<file path="config.mk">
export PLATFORM = sky130hd
export DESIGN_NAME = lpht_ram
export DESIGN_NICKNAME = d
export VERILOG_FILES = /design/src/hw/rtl/lpht_ram.sv
export SDC_FILE = /design/constraint.sdc
export NUM_CORES = 1
export LEC_CHECK = 0
export ABC_AREA = 1
export BUFFER_PORTS_ARGS = -buffer_cell sky130_fd_sc_hd__buf_2
export CAP_MARGIN = 5
export CORE_ASPECT_RATIO = 0.5
export CORE_MARGIN = 2
export CORE_UTILIZATION = 61
export DETAILED_ROUTE_END_ITERATION = 8
export PLACE_DENSITY = 0.79
export SYNTH_ARGS = -nofsm -noshare
export SYNTH_HDL_FRONTEND = slang
export SYNTH_SLANG_ARGS = --single-unit
</file>
<file path="constraint.sdc">
create_clock -name clk_i -period 1.5 [get_ports clk_i]
set_input_delay 0.15 -clock clk_i [delete_from_list [all_inputs] [get_ports clk_i]]
set_output_delay 0.15 -clock clk_i [all_outputs]
set_load 0.01 [all_outputs]
</file>
<file path="src/hw/rtl/lpht_ram.sv">
// ----------------------------------------------------------------------------
// lpht_ram
// Generic single write port, single read port RAM with registered read.
// ----------------------------------------------------------------------------
module lpht_ram #(
  parameter int Width = 8,
  parameter int Depth = 16
) (
  input  logic                     clk_i,
  input  logic                     wr_en_i,
  input  logic [$clog2(Depth)-1:0] wr_addr_i,
  input  logic [Width-1:0]         wr_data_i,
  input  logic [$clog2(Depth)-1:0] rd_addr_i,
  output logic [Width-1:0]         rd_data_o
);

  logic [Width-1:0] mem [Depth];

  always_ff @(posedge clk_i) begin
    if (wr_en_i) begin
      mem[wr_addr_i] <= wr_data_i;
    end
    rd_data_o <= mem[rd_addr_i];
  end

endmodule

</file>
# ---- Word-level counts from Yosys, hierarchy flattened
# Memory sizes are Yosys's and may differ from the RTL's. A register that Yosys moved wholly into a read port is not among the register bits.
# Index checks and enable logic that the tools add are counted.
dict set report word_totals {
  rom_bits 0
  mem_bits_rw 128
  n_memories 1
  ff_bits 0
  latchBits 0
  word_cells 3
  output_inout_bits 8
  input_bits 18
}
# name words width read_ports rd_ports_with_merged_regs write_ports line_no
set mem_list {}
lappend mem_list {mem 16 8 1 1 1 17} ;# logic [Width-1:0] mem [Depth];
dict set report classes {
  n_mul 0
  order_cmp 0
  addsub 0
  bitwise 0
  muxes 2
  eq_ne 0
  shift 0
  div_mod_pow 0
  n_reduce_logical 0
}
# op count
set ops {}
lappend ops {{2-to-1 mux 1 bit} 2}

# ---- Depth between registers and ports, before layout
# Gate-level depths: netlist of run 1.
dict set report logic_depth {
  ltp_word 2
  ltp_mapped 8
  mapped_depth_nobuf 7
}

# ---- Least setup slack after synthesis of run 1
# Ideal clock, no wire load.
dict set report synth_path {
  path_type {input port to flip-flop}
  start {in wr_addr_i[2]}
  end {mem mem[10][0], enable pin}
  setup_time_ps 370
  required_ps 1130
  path_slack_ps 399
  stages 2
  arrival_time_ps 731
  path_buffers 0
  path_cell_list {nand3b_1 nor2_1}
}
# element line_no
set synth_lines {}
lappend synth_lines {{start: declaration} 11} ;# input logic [$clog2(Depth)-1:0] wr_addr_i,
lappend synth_lines {{end: declaration} 17}
# No word-level cell before the write port.

# ---- Final worst setup path of run 1
dict set report layout_path {
  start {reg rd_data_o[3] (read register of mem)}
  end {out rd_data_o[3]}
}
# element line_no
set layout_lines {}
lappend layout_lines {{start: declaration} 14} ;# output logic [Width-1:0] rd_data_o
# No word-level cell between the ends.

==> metrics.csv, run 1 <==
stage,metric,value,unit
pwr,Switching Share,21.6,%
setup_path,CP Launch Type,flip-flop,
grt,total grt overflow,0,
timing,crit path time final,1.09,ns
detailed_routing,DRC errors left,0,
setup_path,CP cell instances,buf_2,
timing,final setup violating endpoints,0,
logic_synthesis,mux share of post-synthesis cell area,0,%
floorplanning,Starting Density,61.9,%
setup_path,"CP delay by family, top",flip-flops,
cts,# hold bufs at CTS,0,
placed_design,Port Buffers,25,
logic_synthesis,post-synthesis simple-gate area fraction,21.0,%
job,Max Cap Viol,0,
detailed_routing,DR pass1 iterations,5,
pwr,PD cells,1260,mW/mm^2
floorplanning,die width,142,um
placed_design,Final HPWL DP,7820,um
logic_synthesis,synth warn,0,
outcome,outcome,completed,
detailed_routing,Final ANT Viol Nets,0,
pwr,Clk pwr share,41.5,%
logic_synthesis,post-synthesis compound-gate area fraction,0,%
grt,global-route wire length before repair,20100,um
logic_synthesis,dominant cell type by area after synthesis,edfxtp_1,
setup_path,slowest CP cell,dfxtp_1,
pwr,Logic pwr share,6.6,%
cts,CTS tree,yes,
pwr,P_sw,0.00179,W
layout,share of layout cells above drive strength 1,11.7,%
grt,GRT Total Usage,27.5,%
cts,Worst-path clk slew,0.05,ns
setup_path,"Req. time, crit path",1.35,ns
timing,final hold vios,0,
cts,Sink Count,136,
timing,Final period util,72.4,%
timing,RSZ-0062 raised after global routing,false,
floorplanning,num rows,25,
timing,FMAX,921,MHz
grt,number of antenna violations at the first check in global routing,0,
grt,largest net degree at the start of global routing,65,
floorplanning,core area,0.00932,mm^2
detailed_routing,vias per cell,5.50,
pwr,total chip power,0.00825,W
logic_synthesis,XOR/XNOR Fraction of Synth Area,0,%
setup_path,Setup crit end kind,primary output,
setup_path,WS Path Type,flip-flop to primary output,
layout,Post-layout nets,612,
logic_synthesis,#FFs+latches synth,136,
logic_synthesis,Mapped Area,0.00577,mm^2
cts,# resized after CTS,0,
setup_path,crit path buf inv count,1,
detailed_routing,DRT Wirelength,13100,um
detailed_routing,Iteration-0 DRC Markers,591,
detailed_routing,drt wl/cell,18.0,um
pwr,Max VDD drop,0.957,mV
cts,H-tree depth,4,
floorplanning,Top Ports,26,
logic_synthesis,Yosys cell types,12,
grt,vias in the first global route,3701,
cts,worst-skew pair later-pin latency,0.41,ns
logic_synthesis,combinational family with the most area after synthesis,simple AND/OR/NAND/NOR gates,
cts,CTS Buf Count,17,
layout,synth-to-layout area growth,13.6,%
floorplanning,chip height,72.8,um
timing,skew final,0.00375,ns
timing,Final TNS setup,0,ns
cts,root buf cell,clkbuf_16,
pwr,Leak,2.88,nW
setup_path,Crit path largest cell delay,0.37,ns
min_path,HP Class,input pin to flip-flop,
logic_synthesis,top cell type's share of synthesized area,66.7,%
cts,Max Buffers Root-to-Sink,2,
timing,"Slew Viols, Final",0,
cts,postcts setup bufs,0,
setup_path,crit-path max FO,1,
placed_design,Final GP Congestion,0.896,
logic_synthesis,Syn Nets,569,
pwr,Reg power frac,51.9,%
pwr,internal power,0.00647,W
logic_synthesis,ranking of synthesized cells by area,"edfxtp_1, nand2_1, nand3_1",
logic_synthesis,Synth Area per Inst,10.5,um^2
timing,Worst-Margin Slew,0.387,ns
timing,Max transition margin,74.2,%
setup_path,worst path arrival time,0.94,ns
logic_synthesis,Mapped Cells,551,
detailed_routing,routed vias,3992,
floorplanning,DIE AREA,0.0103,mm^2
logic_synthesis,sequential share of the synthesized area,69.4,%
logic_synthesis,Adder-Cell Fraction of Synth Area,0,%
layout,ANT cells,0,
[metal layers]
metal	vias to the layer above	GRT usage, %	part of all wire [%]
met5	-	0	0
met4	0	10.6	2.0
met3	28	8.60	10
met2	238	41.4	46
met1	1866	38.4	42
li1	1860	-	-
[synth_stat cells]
cell / instances
buf_1: 1
buf_2: 13
buf_4: 4
buf_6: 6
dfxtp_1: 8
edfxtp_1: 128
inv_1: 100
inv_2: 2
nand2_1: 173
nand3_1: 97
nand3b_1: 2
nor2_1: 17
[metrics by stage]
stage	instances	area, um^2	hold slack, ns	util [%]	setup WS [ns]
4_1_cts	726	6550	0.0840	70.3	0.407
2_1_floorplan	551	5770	0.249	-	0.399
3_3_place_gp	696	6070	0.519	65.2	0.234
5_1_grt	726	6550	0.109	70.3	0.340
6_report	726	6550	0.105	70.3	0.414
3_5_place_dp	696	6070	0.520	65.2	0.225
[cells by family after synthesis]
family	after synthesis
AND/OR/NAND/NOR	289
flip-flops	136
buffers and inverters	126
[sequential cells by signal, indices dropped and copies added (netlist names)]
name,count
rd_data_o,8
mem,128
[placed cells by master (no fill, tap or decap), drive strengths merged]
cell type,Yosys,layout
dfxtp,8,8
inv,102,102
nand3b,2,2
nand3,97,97
nor2,17,17
buf,24,48
edfxtp,128,128
nand2,173,173
clkbuf,0,23
clkinv,0,7
[final cells by class]
type / instances / area (um^2)
multi-input cells: 289 / 1210
flip-flops and latches: 136 / 4000
clock inverters: 7 / 31.3
repair buffers: 48 / 323
inverters: 102 / 383
well taps: 121 / 151
clock buffers: 23 / 448
fillers: 596 / 2770
[power groups by stage]
stage / combinational (W) / sequential, W / clock, W
floorplan: 0.000300 / 0.00436 / 0
global placement: 0.000516 / 0.00435 / 0
detailed placement: 0.000525 / 0.00436 / 0
CTS: 0.000532 / 0.00428 / 0.00347
global route: 0.000591 / 0.00429 / 0.00360
finish: 0.000543 / 0.00428 / 0.00343
[path summary, 6_finish.rpt]
path | start | endpoint | slack, ns | cells past startpoint
setup reg to reg | mem[5][1]$_DFFE_PP_ | rd_data_o[1]$_DFF_P_ | 0.42 | 6
hold reg to reg | mem[11][1]$_DFFE_PP_ | rd_data_o[1]$_DFF_P_ | 0.67 | 6
setup / recovery | rd_data_o[3]$_DFF_P_ | rd_data_o[3] | 0.41 | 1
hold / removal | rd_addr_i[3] | rd_data_o[1]$_DFF_P_ | 0.11 | 3
(Power assumes the default switching activity.)
==> run 2: changes to the inputs <==
==> config.mk (replaced) <==
export PLATFORM = sky130hd
export DESIGN_NAME = lpht_ram
export DESIGN_NICKNAME = d
export VERILOG_FILES = /design/src/hw/rtl/lpht_ram.sv
export SDC_FILE = /design/constraint.sdc
export NUM_CORES = 1
export LEC_CHECK = 0
export ABC_AREA = 0
export BUFFER_PORTS_ARGS = -buffer_cell sky130_fd_sc_hd__buf_2
export CAP_MARGIN = 5
export CORE_ASPECT_RATIO = 0.5
export CORE_MARGIN = 2
export CORE_UTILIZATION = 60
export DETAILED_ROUTE_END_ITERATION = 8
export PLACE_DENSITY = 0.78
export SYNTH_ARGS = -nofsm -noshare
export SYNTH_HDL_FRONTEND = slang
export SYNTH_SLANG_ARGS = --single-unit
==> constraint.sdc (replaced) <==
create_clock -name clk_i -period 1 [get_ports clk_i]
set_input_delay 0.1 -clock clk_i [delete_from_list [all_inputs] [get_ports clk_i]]
set_output_delay 0.1 -clock clk_i [all_outputs]
set_load 0.01 [all_outputs]
==> run 2 against run 1 <==
  * Utilization rose by 7.9 points
  * Global-route usage down 1.3 points
  * Die area decreased by 8.9%
  * Critical path depth up 2
  * Register-to-register slack got worse by 0.76 ns
  * Largest power group unchanged
  * Highest routed layer unchanged
  * The flow now finishes with violations (setup timing)
  * Setup slack worse by 0.76 ns
  * Count of clock-buffer cells in the layout decreased by 4
==> metrics.csv, run 2 <==
stage,metric,value,unit,change
setup_path,worst r2r path cells,3,,-3
detailed_routing,drt wl/cell,25.9,um,+44%
timing,FMAX,745,MHz,
floorplanning,chip height,69.5,um,-4.5%
setup_path,reg2reg setup slack,-0.34,ns,-0.76 ns
placed_design,Final GP Congestion,0.784,,-13%
layout,synth-to-layout area growth,24.1,%,
detailed_routing,Final ANT Viol Nets,0,,unchanged
floorplanning,die width,135,um,-4.6%
cts,Sink Count,136,,unchanged
timing,"Slew Viols, Final",0,,unchanged
min_path,hold path endpoint,mem[7][7]$_DFFE_PP_,,
detailed_routing,DRC errors left,0,,unchanged
logic_synthesis,ranking of synthesized cells by area,"edfxtp_1, mux4_2, mux4_1",,
logic_synthesis,Mapped Cells,229,,-58%
grt,global-route wire length before repair,16900,um,-16%
logic_synthesis,sequential share of the synthesized area,77.8,%,+8.4 points
cts,# hold bufs at CTS,0,,unchanged
timing,Final TNS setup,-2.42,ns,-2.42 ns
timing,crit path time final,1.34,ns,
timing,Worst-Margin Slew,0.965,ns,+0.578 ns
floorplanning,num rows,23,,-8.0%
cts,Max Buffers Root-to-Sink,2,,unchanged
detailed_routing,vias per cell,6.21,,+13%
min_path,Hold Crit Depth,1,,-2
grt,GRT Total Usage,26.2,%,-1.3 points
pwr,Max VDD drop,1.55,mV,+62%
floorplanning,Starting Density,63.0,%,+1.1 points
timing,Max transition margin,35.5,%,-39 points
grt,gr busiest metal,met2,,
setup_path,worst r2r dst,rd_data_o[4]$_DFF_P_,,
grt,largest net degree at the start of global routing,25,,-62%
detailed_routing,DRT Wirelength,10800,um,-17%
logic_synthesis,Mapped Area,0.00515,mm^2,-11%
grt,total grt overflow,0,,unchanged
min_path,Hold Path Origin,wr_data_i[7],,
logic_synthesis,"EDFF count, synth",128,,unchanged
detailed_routing,DR pass1 iterations,4,,-1
setup_path,worst path arrival time,1.63,ns,+0.69 ns
setup_path,WS Path Type,flip-flop to flip-flop,,
setup_path,slowest CP cell,mux4_2,,
cts,worst-skew pair later-pin latency,0.41,ns,about the same
layout,"most common cell after layout, fill and taps aside",edfxtp_1,,
detailed_routing,Iteration-0 DRC Markers,326,,-45%
layout,register area,0.00401,mm^2,about the same
floorplanning,DIE AREA,0.00938,mm^2,-8.9%
pwr,PD cells,2030,mW/mm^2,+61%
logic_synthesis,synth warn,0,,unchanged
grt,global routing usage on met3,9.94,%,+1.3 points
logic_synthesis,Yosys cell types,19,,+7
logic_synthesis,Post-synth top cells,"edfxtp_1, mux4_2, a22oi_1",,
timing,Setup WS post-layout,-0.342,ns,-0.756 ns
layout,Final Util,78.2,%,+7.9 points
placed_design,# placed instances,387,,-44%
logic_synthesis,cell with the most instances after synthesis,edfxtp_1,,
layout,fillcell total,415,,-30%
cts,H-tree depth,4,,unchanged
setup_path,worst r2r src,mem[8][4]$_DFFE_PP_,,
placed_design,Place WS,-0.660,ns,-0.885 ns
cts,CTS Buf Count,17,,unchanged
logic_synthesis,top cell type's share of synthesized area,74.7,%,+8.0 points
layout,multi-input gate area in the final layout,0.00112,mm^2,-7.4%
timing,final hold vios,0,,unchanged
job,Max Cap Viol,0,,unchanged
floorplanning,Top Ports,26,,unchanged
detailed_routing,routed vias,2594,,-35%
setup_path,CP Launch Type,flip-flop,,
logic_synthesis,Post-synth top flop,edfxtp_1,,
min_path,HP Class,input pin to flip-flop,,
layout,Reg with most FFs,mem,,
grt,number of antenna violations at the first check in global routing,0,,unchanged
timing,minimum hold slack,0.0845,ns,-0.0206 ns
pwr,Leak,2.13,nW,-26%
cts,root buf cell,clkbuf_16,,
layout,share of layout cells above drive strength 1,45.1,%,+33 points
grt,met1 Resource Use GR,37.0,%,-1.4 points
logic_synthesis,Syn Nets,247,,-57%
grt,vias in the first global route,2824,,-24%
logic_synthesis,#FFs+latches synth,136,,unchanged
setup_path,"Req. time, crit path",1.29,ns,-0.06 ns
logic_synthesis,Synth Area per Inst,22.5,um^2,+110%
layout,top flop regs,"mem x128, rd_data_o x8",,
layout,"commonest cells after routing, fill and taps aside","edfxtp_1, mux4_2, buf_2, clkbuf_16, buf_12",,
setup_path,CP cell instances,mux4_2 > a22oi_2 > nand2_1,,
outcome,failing checks,setup timing,,
setup_path,Crit path largest cell delay,0.49,ns,+0.12 ns
cts,CTS tree,yes,,
setup_path,crit-path max FO,1,,unchanged
placed_design,Port Buffers,25,,unchanged
cts,Worst-path clk slew,0.05,ns,about the same
outcome,outcome,finished with violations,,
layout,ANT cells,0,,unchanged
logic_synthesis,dominant cell type by area after synthesis,edfxtp_1,,
cts,postcts setup bufs,0,,unchanged
grt,GRT met2 Usage,37.8,%,-3.5 points
timing,skew final,0.00441,ns,+0.000663 ns
timing,final setup violating endpoints,8,,+8
timing,Final period util,134,%,
placed_design,Final HPWL DP,6730,um,-14%
layout,Largest register FFs,128,,unchanged
timing,RSZ-0062 raised after global routing,true,,
layout,Post-layout nets,312,,-49%
logic_synthesis,asr flop ratio synth,0,%,unchanged
setup_path,Setup crit end kind,flip-flop,,
floorplanning,core area,0.00817,mm^2,-12%
layout,final std cells w/o fill,418,,-42%
==> run 2: changes by cell type after synthesis, moves of 4 or more <==
cell     previous run  this run
nand2_1           173         9
inv_1             100         0
nand3_1            97         1
mux4_2              0        18
a22oi_1             0        16
mux4_1              0        14
buf_2              13         3
nor2_1             17        13
nor3_1              0         4
==> run 2: critical path: cells and delay by family (launching register included) <==
kind,cells,cell delay (ns)
AOI/OAI and AO/OA,1,0.24
DFF,1,0.38
muxes,1,0.49
and+or+nand+nor,1,0.10
==> run 2: layer usage <==
metal  share of wire [%]  vias to the layer above
li1                    -                     1090
met1                  42                     1364
met2                  48                      125
met3                 8.4                       15
met4                 1.4                        0
met5                   0                        -
==> run 2: worst max-delay path by stage <==
stage	start	endpoint
4_1_cts	mem[8][4]$_DFFE_PP_	rd_data_o[4]$_DFF_P_
3_5_place_dp	rd_addr_i[0]	rd_data_o[0]$_DFF_P_
3_3_place_gp	rd_addr_i[0]	rd_data_o[0]$_DFF_P_
6_report	mem[8][4]$_DFFE_PP_	rd_data_o[4]$_DFF_P_
2_1_floorplan	wr_addr_i[2]	mem[0][0]$_DFFE_PP_
5_1_grt	mem[1][0]$_DFFE_PP_	rd_data_o[0]$_DFF_P_
==> run 2: what timing repair did <==
action / 4_1_cts / 5_1_grt
gates resized for setup: 6 / 4
setup endpoints to repair: 8 / 11
pin swaps: 1 / 2
==> run 2: cell type report <==
type                       count  share of cell area, %
multi-input combinational     83                   17.6
clock buffer                  19                   6.78
sequential                   136                   62.7
timing repair buffer          56                   9.03
clock inverter                12                   1.72
tap                          112                   2.19
==> run 2: through the flow <==
stage	area (um^2)	total power [W]
after floorplan	5210	0.00691
after global placement	5800	0.00722
after detailed placement	5800	0.00727
after CTS	6380	0.0130
after global routing	6390	0.0133
final	6390	0.0129
==> run 2: cell families (layout without fill, tap and decap cells) <==
logic type             after synthesis  in the layout  synth area share (%)
DFF                                136            136                  77.8
and+or+nand+nor                     35             35                  3.18
muxes                               32             32                  15.0
AOI/OAI and AO/OA                   16             16                  2.33
buffers and inverters               10             87                  1.68
==> run 2: report_power, final <==
group	internal [W]	leakage (nW)	switching, W
Combinational	0.000352	0.642	0.000422
Clock	0.00359	0.262	0.00216
Sequential	0.00638	1.22	0.0000423
