`config.mk`:
```
export PLATFORM = sky130hd
export DESIGN_NAME = lpht_mod
export DESIGN_NICKNAME = d
export VERILOG_FILES = /design/src/hw/rtl/lpht_pkg.sv /design/src/hw/rtl/lpht_mod.sv
export SDC_FILE = /design/constraint.sdc
export NUM_CORES = 1
export LEC_CHECK = 0
export BUFFER_PORTS_ARGS = -buffer_cell sky130_fd_sc_hd__buf_2
export CORE_AREA = 2 2 114 116
export CTS_CLUSTER_SIZE = 25
export DETAILED_ROUTE_END_ITERATION = 10
export DIE_AREA = 0 0 116 118
export PLACE_DENSITY = 0.55
export SKIP_CTS_REPAIR_TIMING = 1
export SLEW_MARGIN = 0
export SYNTH_ARGS = -nofsm -noshare
export SYNTH_HDL_FRONTEND = slang
export SYNTH_SLANG_ARGS = --single-unit
```
`constraint.sdc`:
```
create_clock -name clk_i -period 3.4 [get_ports clk_i]
set_clock_uncertainty 0.2 [all_clocks]
set_input_delay 0.68 -clock clk_i [delete_from_list [all_inputs] [get_ports clk_i]]
set_output_delay 0.68 -clock clk_i [all_outputs]
set_load 0.02 [all_outputs]
```
`src/hw/rtl/lpht_pkg.sv`:
```
// ----------------------------------------------------------------------------
// lpht_pkg
// Shared types and constants of the linear probing hash table unit.
// ----------------------------------------------------------------------------
package lpht_pkg;

  localparam int SLOTS      = 1021;
  localparam int KEY_BITS   = 32;
  localparam int VALUE_BITS = 32;
  localparam int POS_W      = $clog2(SLOTS);
  localparam int ADDR_W     = $clog2(2 * SLOTS);
  localparam int DEPTH      = 2 * SLOTS;
  localparam int CNT_W      = 11;
  localparam int HALF       = SLOTS / 2;
  // 2^POS_W reduced modulo SLOTS, used to fold the upper key bits.
  localparam int FOLD_K     = (2 ** POS_W) % SLOTS;

  typedef enum logic [1:0] {
    TAG_EMPTY = 2'd0,
    TAG_LIVE  = 2'd1,
    TAG_TOMB  = 2'd2
  } tag_e;

  typedef enum logic [1:0] {
    REQ_INSERT = 2'd0,
    REQ_REMOVE = 2'd1,
    REQ_LOOKUP = 2'd2,
    REQ_LOOKUP_ALT = 2'd3
  } req_e;

  typedef enum logic [2:0] {
    ST_OK        = 3'd0,
    ST_NOT_FOUND = 3'd1,
    ST_DUPLICATE = 3'd2,
    ST_FULL      = 3'd3,
    ST_UNUSED    = 3'd4
  } status_e;

  typedef struct packed {
    tag_e                  tag;
    logic [KEY_BITS-1:0]   key;
    logic [VALUE_BITS-1:0] val;
  } slot_t;

  localparam int SLOT_W = $bits(slot_t);

endpackage

```
`src/hw/rtl/lpht_mod.sv`:
```
// ----------------------------------------------------------------------------
// lpht_mod
// Iterative reduction of a key modulo the slot count by folding high bits.
// ----------------------------------------------------------------------------
module lpht_mod import lpht_pkg::*; (
  input  logic                clk_i,
  input  logic                rst_ni,
  input  logic                start_i,
  input  logic [KEY_BITS-1:0] key_i,
  output logic                done_o,
  output logic [POS_W-1:0]    pos_o
);

  logic [KEY_BITS-1:0] x_q, x_d;
  logic                run_q;
  logic                in_range;

  // Each pass replaces hi * 2^POS_W + lo by hi * FOLD_K + lo, same residue.
  assign x_d   = KEY_BITS'((x_q >> POS_W) * FOLD_K) + KEY_BITS'(x_q[POS_W-1:0]);
  assign in_range = x_q < KEY_BITS'(2 * SLOTS);
  assign done_o = run_q && in_range;
  assign pos_o = (x_q >= KEY_BITS'(SLOTS)) ? POS_W'(x_q - KEY_BITS'(SLOTS))
                                           : POS_W'(x_q);

  always_ff @(posedge clk_i or negedge rst_ni) begin
    if (!rst_ni) begin
      run_q <= 1'b0;
    end else if (start_i) begin
      run_q <= 1'b1;
    end else if (in_range) begin
      run_q <= 1'b0;
    end
  end

  always_ff @(posedge clk_i) begin
    if (start_i) begin
      x_q <= key_i;
    end else if (run_q && !in_range) begin
      x_q <= x_d;
    end
  end

endmodule

```
After elaboration in Yosys (flattened, before gate mapping)
Cells that the tools add are included.
- input port bits: 35
- logic and storage cells: 17
- output and inout bits: 11
- register bits: 33
- reduce and logical (&&, ||, !) cells: 5
- $mul: 1
- order comparisons: 2
- multiplexer cells: 5
- add/sub/neg operators: 2
- operators by type and width (kind ; number):
    $mux 32 ; 2
    $ge 32x10->1 const B ; 1
    $lt 32x11->1 const B ; 1
    $add 24x10->25 ; 1
    $mul 22x2->24 const B ; 1
    $mux 10 ; 1
    $sub 10x10->10 const B ; 1
    $reduce_bool 2->1 ; 2
    $logic_and 1x1->1 ; 2
    $mux 1 ; 2
    $logic_not 1->1 ; 1

Logic depth before layout (Yosys ltp)
Gate-level depths: netlist (run 1).
- depth in word-level cells: 5
- gate-level depth with buffers: 12
- mapped depth without buffers: 12

Worst setup path after synthesis (run 1)
OpenSTA, ideal clock, no wires.
- path type: reg2reg
- start point: reg x_q[11]
- end point: reg x_q[17] (data pin)
- clock period less this slack: 3149 ps
- data arrival time: 2688 ps
- setup time: 261 ps
- buffers on the path: 0
- path slack: 251 ps
- cell stages (with the launch flop): 13
- path through: edfxtp_1 > inv_1 > fa_1 > inv_1 > ha_1 > inv_1 > fa_1 > nand2b_1 > a21oi_2 > o2111ai_2 > a2111oi_2 > o31a_1 > o31ai_1
- cells in the longest elaborated chain, start to end: 4
- RTL lines (element ; line ; text):
    from (decl) ; lpht_mod.sv:14 ; logic [KEY_BITS-1:0] x_q, x_d;
    from (signal assigned) ; lpht_mod.sv:37 ; x_q <= key_i;
    $mul 22x2->24 ; lpht_mod.sv:19 ; assign x_d = KEY_BITS'((x_q >> POS_W) * FOLD_K) + KEY_BITS'(x_q[POS_W-1:0]);
    $add 24x10->25 ; lpht_mod.sv:19 ;
    $mux 32 ; lpht_mod.sv:38 ; end else if (run_q && !in_range) begin
    $mux 32 ; lpht_mod.sv:36 ; if (start_i) begin
Every way passes these cells. The select of a mux whose other input is x is not followed.
A chain may end at the register's enable or synchronous reset.

Final worst setup path (run 1)
- start point: reg x_q[0]
- end point: out pos_o[9]
- cells in the longest elaborated chain, start to end: 2
- elaborated cells on any way between the ends: 3
- those cells by class: add/sub (1); order compare (1); mux (1)
- RTL lines (element ; line ; text):
    $ge 32x10->1 or $sub 10x10->10 (tied branches) ; lpht_mod.sv:22 ; assign pos_o = (x_q >= KEY_BITS'(SLOTS)) ? POS_W'(x_q - KEY_BITS'(SLOTS))
    $mux 10 * ; lpht_mod.sv:22 ;
    to (decl) ; lpht_mod.sv:11 ; output logic [POS_W-1:0] pos_o
Every way passes the cells marked *; elsewhere a longest branch is shown, timed or not.

==> results.py, run 1 <==
metrics = {
    "floorplan": {
        "core_area_um2": 12400,
        "die_area_um2": 13700,
        "die_w_um": 116,
        "fp-row-count": 41,
        "dieHeight_um": 118,
        "design.portCount": 46,
        "start_util_pct": 28.5,
    },
    "timing": {
        "setup_viol": 0,
        "slew_headroom_pct": 69.7,
        "period_share_pct": 95.9,
        "maxSlewViolCount": 0,
        "rsz0062_at_grt": "no",
        "min_period_ns": 3.26,
        "hold_violations": 0,
        "max_freq_mhz": 307,
        "tightest_slew_ns": 0.454,
    },
    "clock_network": {
        "cts_buffer_depth": 2,
        "clock_latency_ns": 0.28,
        "numCtsBuffers": 5,
        "clkTransAtPathRegs_ns": 0.05,
        "clock-sinks": 33,
        "cts_root_buffer": "clkbuf_16",
        "tritoncts": "done",
        "htree_levels": 2,
    },
    "critical_path": {
        "path_max_fanout": 5,
        "critPathLaunchType": "flop",
        "critical_path.cell_chain": "inv_1, ha_1, nor2b_1, nor3_1, a221oi_2, o21a_2, nor4b_2, xor2_1, buf_2",
        "endpoint_kind": "output port",
        "crit_slowest_cell": "edfxtp_1",
        "cp.required_ns": 2.52,
        "critPathArrivalTime_ns": 2.38,
        "worstSetupPathType": "reg -> out",
        "cp_top_family": "simple AND/OR/NAND/NOR gates",
        "cp_slowest_stage_delay_ns": 0.40,
        "crit_buf_inv": 2,
    },
    "logic_synthesis": {
        "syn-num-nets": 476,
        "async_reset_ff_share_pct": 3.03,
        "synth_area_leader_cell": "edfxtp_1",
        "syn_area_um2": 3540,
        "yosysSeqAreaShare_pct": 27.9,
        "synth_top_area_share_pct": 27.1,
        "synth.avg_cell_area_um2": 9.41,
        "synth_flop_cell": "edfxtp_1",
        "syn_inst": 376,
        "synth_cell_types": 63,
        "netlist_top_cells_area": "edfxtp_1, ha_1, fa_1",
        "synth-seq-cells": 33,
        "yosys_warnings": 0,
        "synth_edf_count": 32,
    },
    "global_routing": {
        "use_met2_pct": 21.2,
        "grt_busiest_layer": "met2",
        "antenna_found_initial": 0,
        "globalRouteMet3Util_pct": 1.85,
        "grt_max_degree": 33,
        "gr-usage-met1_pct": 16.9,
        "grt-ovfl-total": 0,
        "grt_usage_pct": 12.6,
        "grt_pass1_wl_um": 13800,
        "grt_pass1_vias": 2821,
    },
    "route": {
        "firstDrtPassIters": 4,
        "viasPerCell": 4.84,
        "drt-initial-drc-count": 102,
        "drc": 0,
        "routedWlPerCell_um": 13.9,
        "antenna_left": 0,
        "routed_wl_um": 8440,
        "vias": 2931,
    },
    "run_status": {
        "status": "finished clean",
    },
    "final_layout": {
        "area_growth_pct": 19.8,
        "drive_gt1_share_pct": 21.4,
        "final_nets": 533,
        "final_util_pct": 34.1,
        "layout_common_cells": "ha_1, buf_2, nand2_1",
        "design_area_um2": 4240,
        "antennaDiodeCount": 0,
        "layout_commonest_cell": "ha_1",
    },
    "placement": {
        "hpwl_um": 6830,
        "gp_congestion": 0.844,
        "port_buffers": 45,
        "place_area_um2": 3980,
    },
    "hold_path": {
        "hold_class": "reg -> reg",
    },
    "flow_run": {
        "drv_cap": 0,
    },
}
==> cell type report <==
type,instances,area (um2)
clock buffers,7,153
clock inverters,1,5.00
fillers,1315,8180
inverters,37,139
multi-input cells,300,2430
flip-flops and latches,33,986
well taps,172,215
repair buffers,56,310
==> layer usage <==
metal	vias to the layer above	routed length, um
met5	-	0
met4	0	155
met3	13	337
met2	63	4120
met1	1388	3830
li1	1467	-
==> stage by stage <==
step           TNS [ns]  std cells  hold WS [ns]  worst slack [ns]
4_1_cts          -0.185        601       -0.0364           -0.0499
2_1_floorplan         0        376         0.184             0.251
3_5_place_dp          0        593         0.259            0.0293
5_1_grt               0        606         0.358            0.0141
6_report              0        606         0.294             0.141
3_3_place_gp          0        593         0.259            0.0995
==> cells by family (layout without fill, tap and decap cells) <==
family | Yosys count | count (layout) | synth area share (%)
buffers and inverters | 44 | 101 | 5.44
AO/OA/AOI/OAI | 88 | 89 | 17.2
flip-flops | 33 | 33 | 27.9
multiplexers | 4 | 4 | 1.20
adder cells (fa/ha/maj) | 65 | 65 | 25.1
XOR/XNOR | 20 | 20 | 4.95
AND/OR/NAND/NOR | 122 | 122 | 18.2
==> registers in the layout (all words and copies together), names as in the netlist <==
signal,flops
run_q,1
x_q,32
==> cells in the mapped netlist (2+ instances only) <==
cell,n
a2111oi_2,2
a211o_1,2
a21o_1,3
a21oi_1,22
a21oi_2,3
a311oi_1,2
a31oi_1,3
and2_1,9
and3_1,9
buf_6,3
clkbuf_1,3
edfxtp_1,32
fa_1,10
ha_1,55
inv_1,36
mux2_2,2
mux2i_1,2
nand2_1,37
nand2_2,2
nand2b_1,4
nand3_1,3
nand4_1,4
nor2_1,21
nor2b_1,4
nor3_1,10
nor3b_1,5
nor4_1,2
o211ai_1,3
o21a_1,6
o21ai_0,12
o21ai_1,9
o22ai_1,2
o31ai_1,3
or3_1,4
xnor2_1,6
xor2_1,14
==> tightest hold or removal path, stage by stage, from the launching register on <==
cell and delay, ns:
dfrtp_1 0.34, nand2_1 0.06, nand2_1 0.06
==> final timing paths <==
check | start | endpoint | slack, ns | cells after the start
worst max-delay path | x_q[0] | pos_o[9] | 0.14 | 9
worst min-delay path | run_q | run_q | 0.29 | 2
worst max register to register | x_q[1] | x_q[17] | 0.18 | 12
worst min register to register | run_q | run_q | 0.29 | 2
max in group asynchronous | rst_ni | run_q | 2.41 | 2
min in group asynchronous | rst_ni | run_q | 0.51 | 2
Power of run 1 is left out: the tool's default activity adds up to more than one toggle a clock period on the data nets, which glitch-free logic cannot reach.
==> inputs of run 2 (changes only) <==
Settings changed: CORE_AREA 2 2 114 116 to 2 2 131 101, DIE_AREA 0 0 116 118 to 0 0 133 103.
Clock period 3.4 ns to 3.93 ns, I/O delays scaled along.
==> results.py, run 2 (synthesis results as in run 1) <==
metrics = {
    "final_layout": {
        "layout_common_cells": "ha_1, buf_2, nand2_1",
        "layout_commonest_cell": "ha_1",
        "reg_top3": "x_q: 32 flops, run_q: 1 flops",
        "area_growth_pct": 16.8,
        "multi_input_area_um2": 2360,
        "antennaDiodeCount": 0,
        "drive_gt1_share_pct": 17.9,
        "design_area_um2": 4130,
        "fillCellCount": 1294,
        "regMostFlops": "x_q",
        "largest_register_ff_count": 32,
        "final_nets": 524,
        "ff_latch_area_um2": 986,
        "final_cells": 596,
    },
    "global_routing": {
        "grt_max_degree": 51,
        "antenna_found_initial": 0,
        "grt_usage_pct": 13.6,
        "grt_pass1_vias": 2886,
        "grt_pass1_wl_um": 14800,
        "grt-ovfl-total": 0,
    },
    "route": {
        "firstDrtPassIters": 4,
        "vias": 2873,
        "drt-initial-drc-count": 203,
        "viasPerCell": 4.82,
        "routedWlPerCell_um": 14.8,
        "antenna_left": 0,
        "routed_wl_um": 8830,
        "drc": 0,
    },
    "clock_network": {
        "htree_levels": 2,
        "cts_root_buffer": "clkbuf_16",
        "numCtsBuffers": 5,
        "clock_latency_ns": 0.28,
        "tritoncts": "done",
        "cts_buffer_depth": 2,
        "clkTransAtPathRegs_ns": 0.05,
        "clock-sinks": 33,
    },
    "timing": {
        "setup_viol": 0,
        "min_period_ns": 3.48,
        "maxSlewViolCount": 0,
        "slew_headroom_pct": 53.0,
        "hold_violations": 0,
        "rsz0062_at_grt": "no",
        "setup-tns-final_ns": 0,
        "period_share_pct": 88.5,
        "max_freq_mhz": 287,
        "tightest_slew_ns": 0.703,
    },
    "placement": {
        "gp_congestion": 0.795,
        "place_area_um2": 3960,
        "dp.cells": 588,
        "hpwl_um": 7080,
        "port_buffers": 45,
    },
    "floorplan": {
        "die_area_um2": 13700,
        "fp-row-count": 36,
        "start_util_pct": 28.2,
        "die_w_um": 133,
        "dieHeight_um": 103,
        "core_area_um2": 12600,
        "design.portCount": 46,
    },
    "critical_path": {
        "reg2reg_setup_slack_ns": 0.53,
        "path_max_fanout": 10,
        "r2r_start": "x_q[11]",
        "cp.required_ns": 2.94,
        "reg2reg_depth": 12,
        "worstSetupPathType": "reg -> out",
        "critPathLaunchType": "flop",
        "critPathArrivalTime_ns": 2.49,
        "reg2reg_to": "x_q[17]",
        "endpoint_kind": "output port",
    },
    "hold_path": {
        "hold_class": "in -> async",
    },
    "flow_run": {
        "drv_cap": 0,
    },
    "run_status": {
        "status": "finished clean",
    },
}
[run 2: worst max-delay path, cell delays in order, from the launching register on]
cell and delay [ns]:
edfxtp_1 0.44, inv_1 0.07, ha_1 0.27, nor2b_1 0.15
nor3_1 0.16, a221oi_1 0.10, o21a_1 0.34, nor4b_2 0.34
xor2_1 0.17, buf_2 0.18
[run 2: worst max-delay path by stage]
stage | slack (ns) | startpoint | to | cells after the start
3_3_place_gp | 0.57 | x_q[11] | x_q[17] | 12
2_1_floorplan | 0.78 | x_q[11] | x_q[17] | 12
5_1_grt | 0.12 | x_q[1] | pos_o[3] | 9
3_5_place_dp | 0.53 | x_q[11] | x_q[17] | 12
6_report | 0.45 | x_q[0] | pos_o[9] | 9
4_1_cts | 0.40 | x_q[1] | pos_o[3] | 9
[run 2: stage by stage]
| stage | hold slack (ns) | worst slack [ns] | util (%) |
|---|---|---|---|
| floorplan | 0.265 | 0.781 | - |
| global placement | 0.289 | 0.574 | 31.5 |
| detailed placement | 0.298 | 0.533 | 31.5 |
| CTS | 0.0733 | 0.398 | 32.9 |
| global route | 0.0726 | 0.119 | 32.9 |
| finish | 0.0762 | 0.451 | 32.9 |
[run 2: cell type report]
type	count	share of cell area, %
clock inverter	1	0.727
multi-input combinational	299	57.1
sequential	33	23.9
tap	171	5.18
clock buffer	7	3.45
timing repair buffer	48	6.30
inverter	37	3.36
[run 2: routing by layer]
metal  vias up  track usage (%)  wire [um]
li1       1447                -          -
met1      1357             19.6       4470
met2        65             22.8       3840
met3         4             1.72        481
met4         0             1.74         46
met5         -                0          0
Power of run 2 is left out for the same reason.
==> inputs of run 3 (changes only) <==
Settings changed: ABC_CLOCK_PERIOD_IN_PS set to 3930, CELL_PAD_IN_SITES_DETAIL_PLACEMENT set to 0, CELL_PAD_IN_SITES_GLOBAL_PLACEMENT set to 1, PLACE_DENSITY 0.55 to 0.65.
==> results.py, run 3 (synthesis results as in run 1) <==
metrics = {
    "run_status": {
        "status": "finished clean",
    },
    "global_routing": {
        "grt_pass1_vias": 2713,
        "grt_pass1_wl_um": 14400,
        "grt-ovfl-total": 0,
        "grt_max_degree": 35,
        "antenna_found_initial": 0,
        "grt_usage_pct": 13.6,
    },
    "route": {
        "drc": 0,
        "viasPerCell": 4.80,
        "firstDrtPassIters": 4,
        "vias": 2855,
        "top_layer": "met4",
        "wl_met3_um": 427,
        "wl_met1_um": 4860,
        "routed_wl_um": 8900,
        "routedWlPerCell_um": 14.9,
        "drt-initial-drc-count": 160,
        "antenna_left": 0,
        "wl_met2_um": 3540,
    },
    "critical_path": {
        "endpoint_kind": "output port",
        "reg2reg_to": "x_q[21]",
        "critPathLaunchType": "flop",
        "critPathArrivalTime_ns": 2.55,
        "worstSetupPathType": "reg -> out",
        "crit_slowest_cell": "o21a_1",
        "r2r_start": "x_q[11]",
        "reg2reg_depth": 12,
        "reg2reg_setup_slack_ns": 0.43,
        "critical_path.cell_chain": "inv_1, ha_1, nor2b_1, nor3_1, a221oi_1, o21a_1, nor3b_1, xor2_1, buf_2",
        "cp.required_ns": 2.94,
        "path_max_fanout": 10,
        "cp-startpoint": "x_q[1]",
        "cp_slowest_stage_delay_ns": 0.44,
    },
    "timing": {
        "setup_viol": 0,
        "rsz0062_at_grt": "no",
        "min_period_ns": 3.53,
        "setup-tns-final_ns": 0,
        "maxSlewViolCount": 0,
        "period_share_pct": 89.9,
        "hold_violations": 0,
        "hold_slack_ns": 0.0693,
        "tightest_slew_ns": 0.568,
        "slew_headroom_pct": 62.1,
        "max_freq_mhz": 283,
    },
    "clock_network": {
        "numCtsBuffers": 5,
        "tritoncts": "done",
        "cts_buffer_depth": 2,
        "clock_latency_ns": 0.28,
        "cts_root_buffer": "clkbuf_16",
        "htree_levels": 2,
        "clock-sinks": 33,
        "clkTransAtPathRegs_ns": 0.06,
    },
    "floorplan": {
        "core_area_um2": 12600,
        "fp-row-count": 36,
        "die_w_um": 133,
        "start_util_pct": 28.2,
        "dieHeight_um": 103,
        "die_area_um2": 13700,
        "design.portCount": 46,
    },
    "final_layout": {
        "fillCellCount": 1321,
        "area_growth_pct": 16.2,
        "final_nets": 523,
        "reg_top3": "x_q: 32 flops, run_q: 1 flops",
        "antennaDiodeCount": 0,
        "regMostFlops": "x_q",
        "drive_gt1_share_pct": 17.7,
        "largest_register_ff_count": 32,
        "layout_common_cells": "ha_1, buf_2, nand2_1",
        "layout_commonest_cell": "ha_1",
    },
    "placement": {
        "gp_congestion": 0.815,
        "hpwl_um": 7160,
        "port_buffers": 45,
    },
    "flow_run": {
        "drv_cap": 0,
    },
    "hold_path": {
        "hold_class": "in -> async",
    },
}
[run 3: changes by cell type in the layout (fill, tap and decap cells not counted), sizes merged]
cell and change:
buf -1
[run 3: worst max-delay path, delay by kind of cell (launching register included)]
family                   cells  cell delay, ns
AND/OR/NAND/NOR              3            0.34
adder cells (fa/ha/maj)      1            0.29
buffers and inverters        2            0.35
AO/OA/AOI/OAI                2            0.72
flip-flops                   1            0.41
XOR/XNOR                     1            0.15
[run 3: final cells by class]
type	count	area, um2	area share [%]
clock buffer	7	143	3.47
clock inverter	1	30.0	0.730
inverter	37	139	3.38
multi-input combinational	299	2360	57.4
sequential	33	986	24.0
tap	171	214	5.20
timing repair buffer	47	240	5.84
[run 3: layer usage]
| layer | GRT usage, % | vias to the layer above |
|---|---|---|
| li1 | - | 1452 |
| met1 | 20.8 | 1338 |
| met2 | 19.8 | 60 |
| met3 | 2.46 | 5 |
| met4 | 2.73 | 0 |
| met5 | 0 | - |
[run 3: stage by stage]
| stage | setup slack (ns) | cells | utilization, % | area [um2] |
|---|---|---|---|---|
| after floorplan | 0.781 | 376 | - | 3540 |
| after global placement | 0.559 | 587 | 31.4 | 3940 |
| after detailed placement | 0.424 | 587 | 31.4 | 3940 |
| after CTS | 0.342 | 595 | 32.7 | 4110 |
| after global routing | 0.103 | 595 | 32.7 | 4110 |
| final | 0.395 | 595 | 32.7 | 4110 |
[run 3: worst max-delay path by stage]
| stage | end | slack, ns | depth (start not counted) |
|---|---|---|---|
| 2_1_floorplan | x_q[17] | 0.78 | 12 |
| 3_3_place_gp | x_q[17] | 0.56 | 12 |
| 3_5_place_dp | x_q[17] | 0.42 | 12 |
| 4_1_cts | pos_o[5] | 0.34 | 9 |
| 5_1_grt | x_q[21] | 0.10 | 12 |
| 6_report | pos_o[5] | 0.40 | 9 |
Power of run 3 is left out for the same reason.
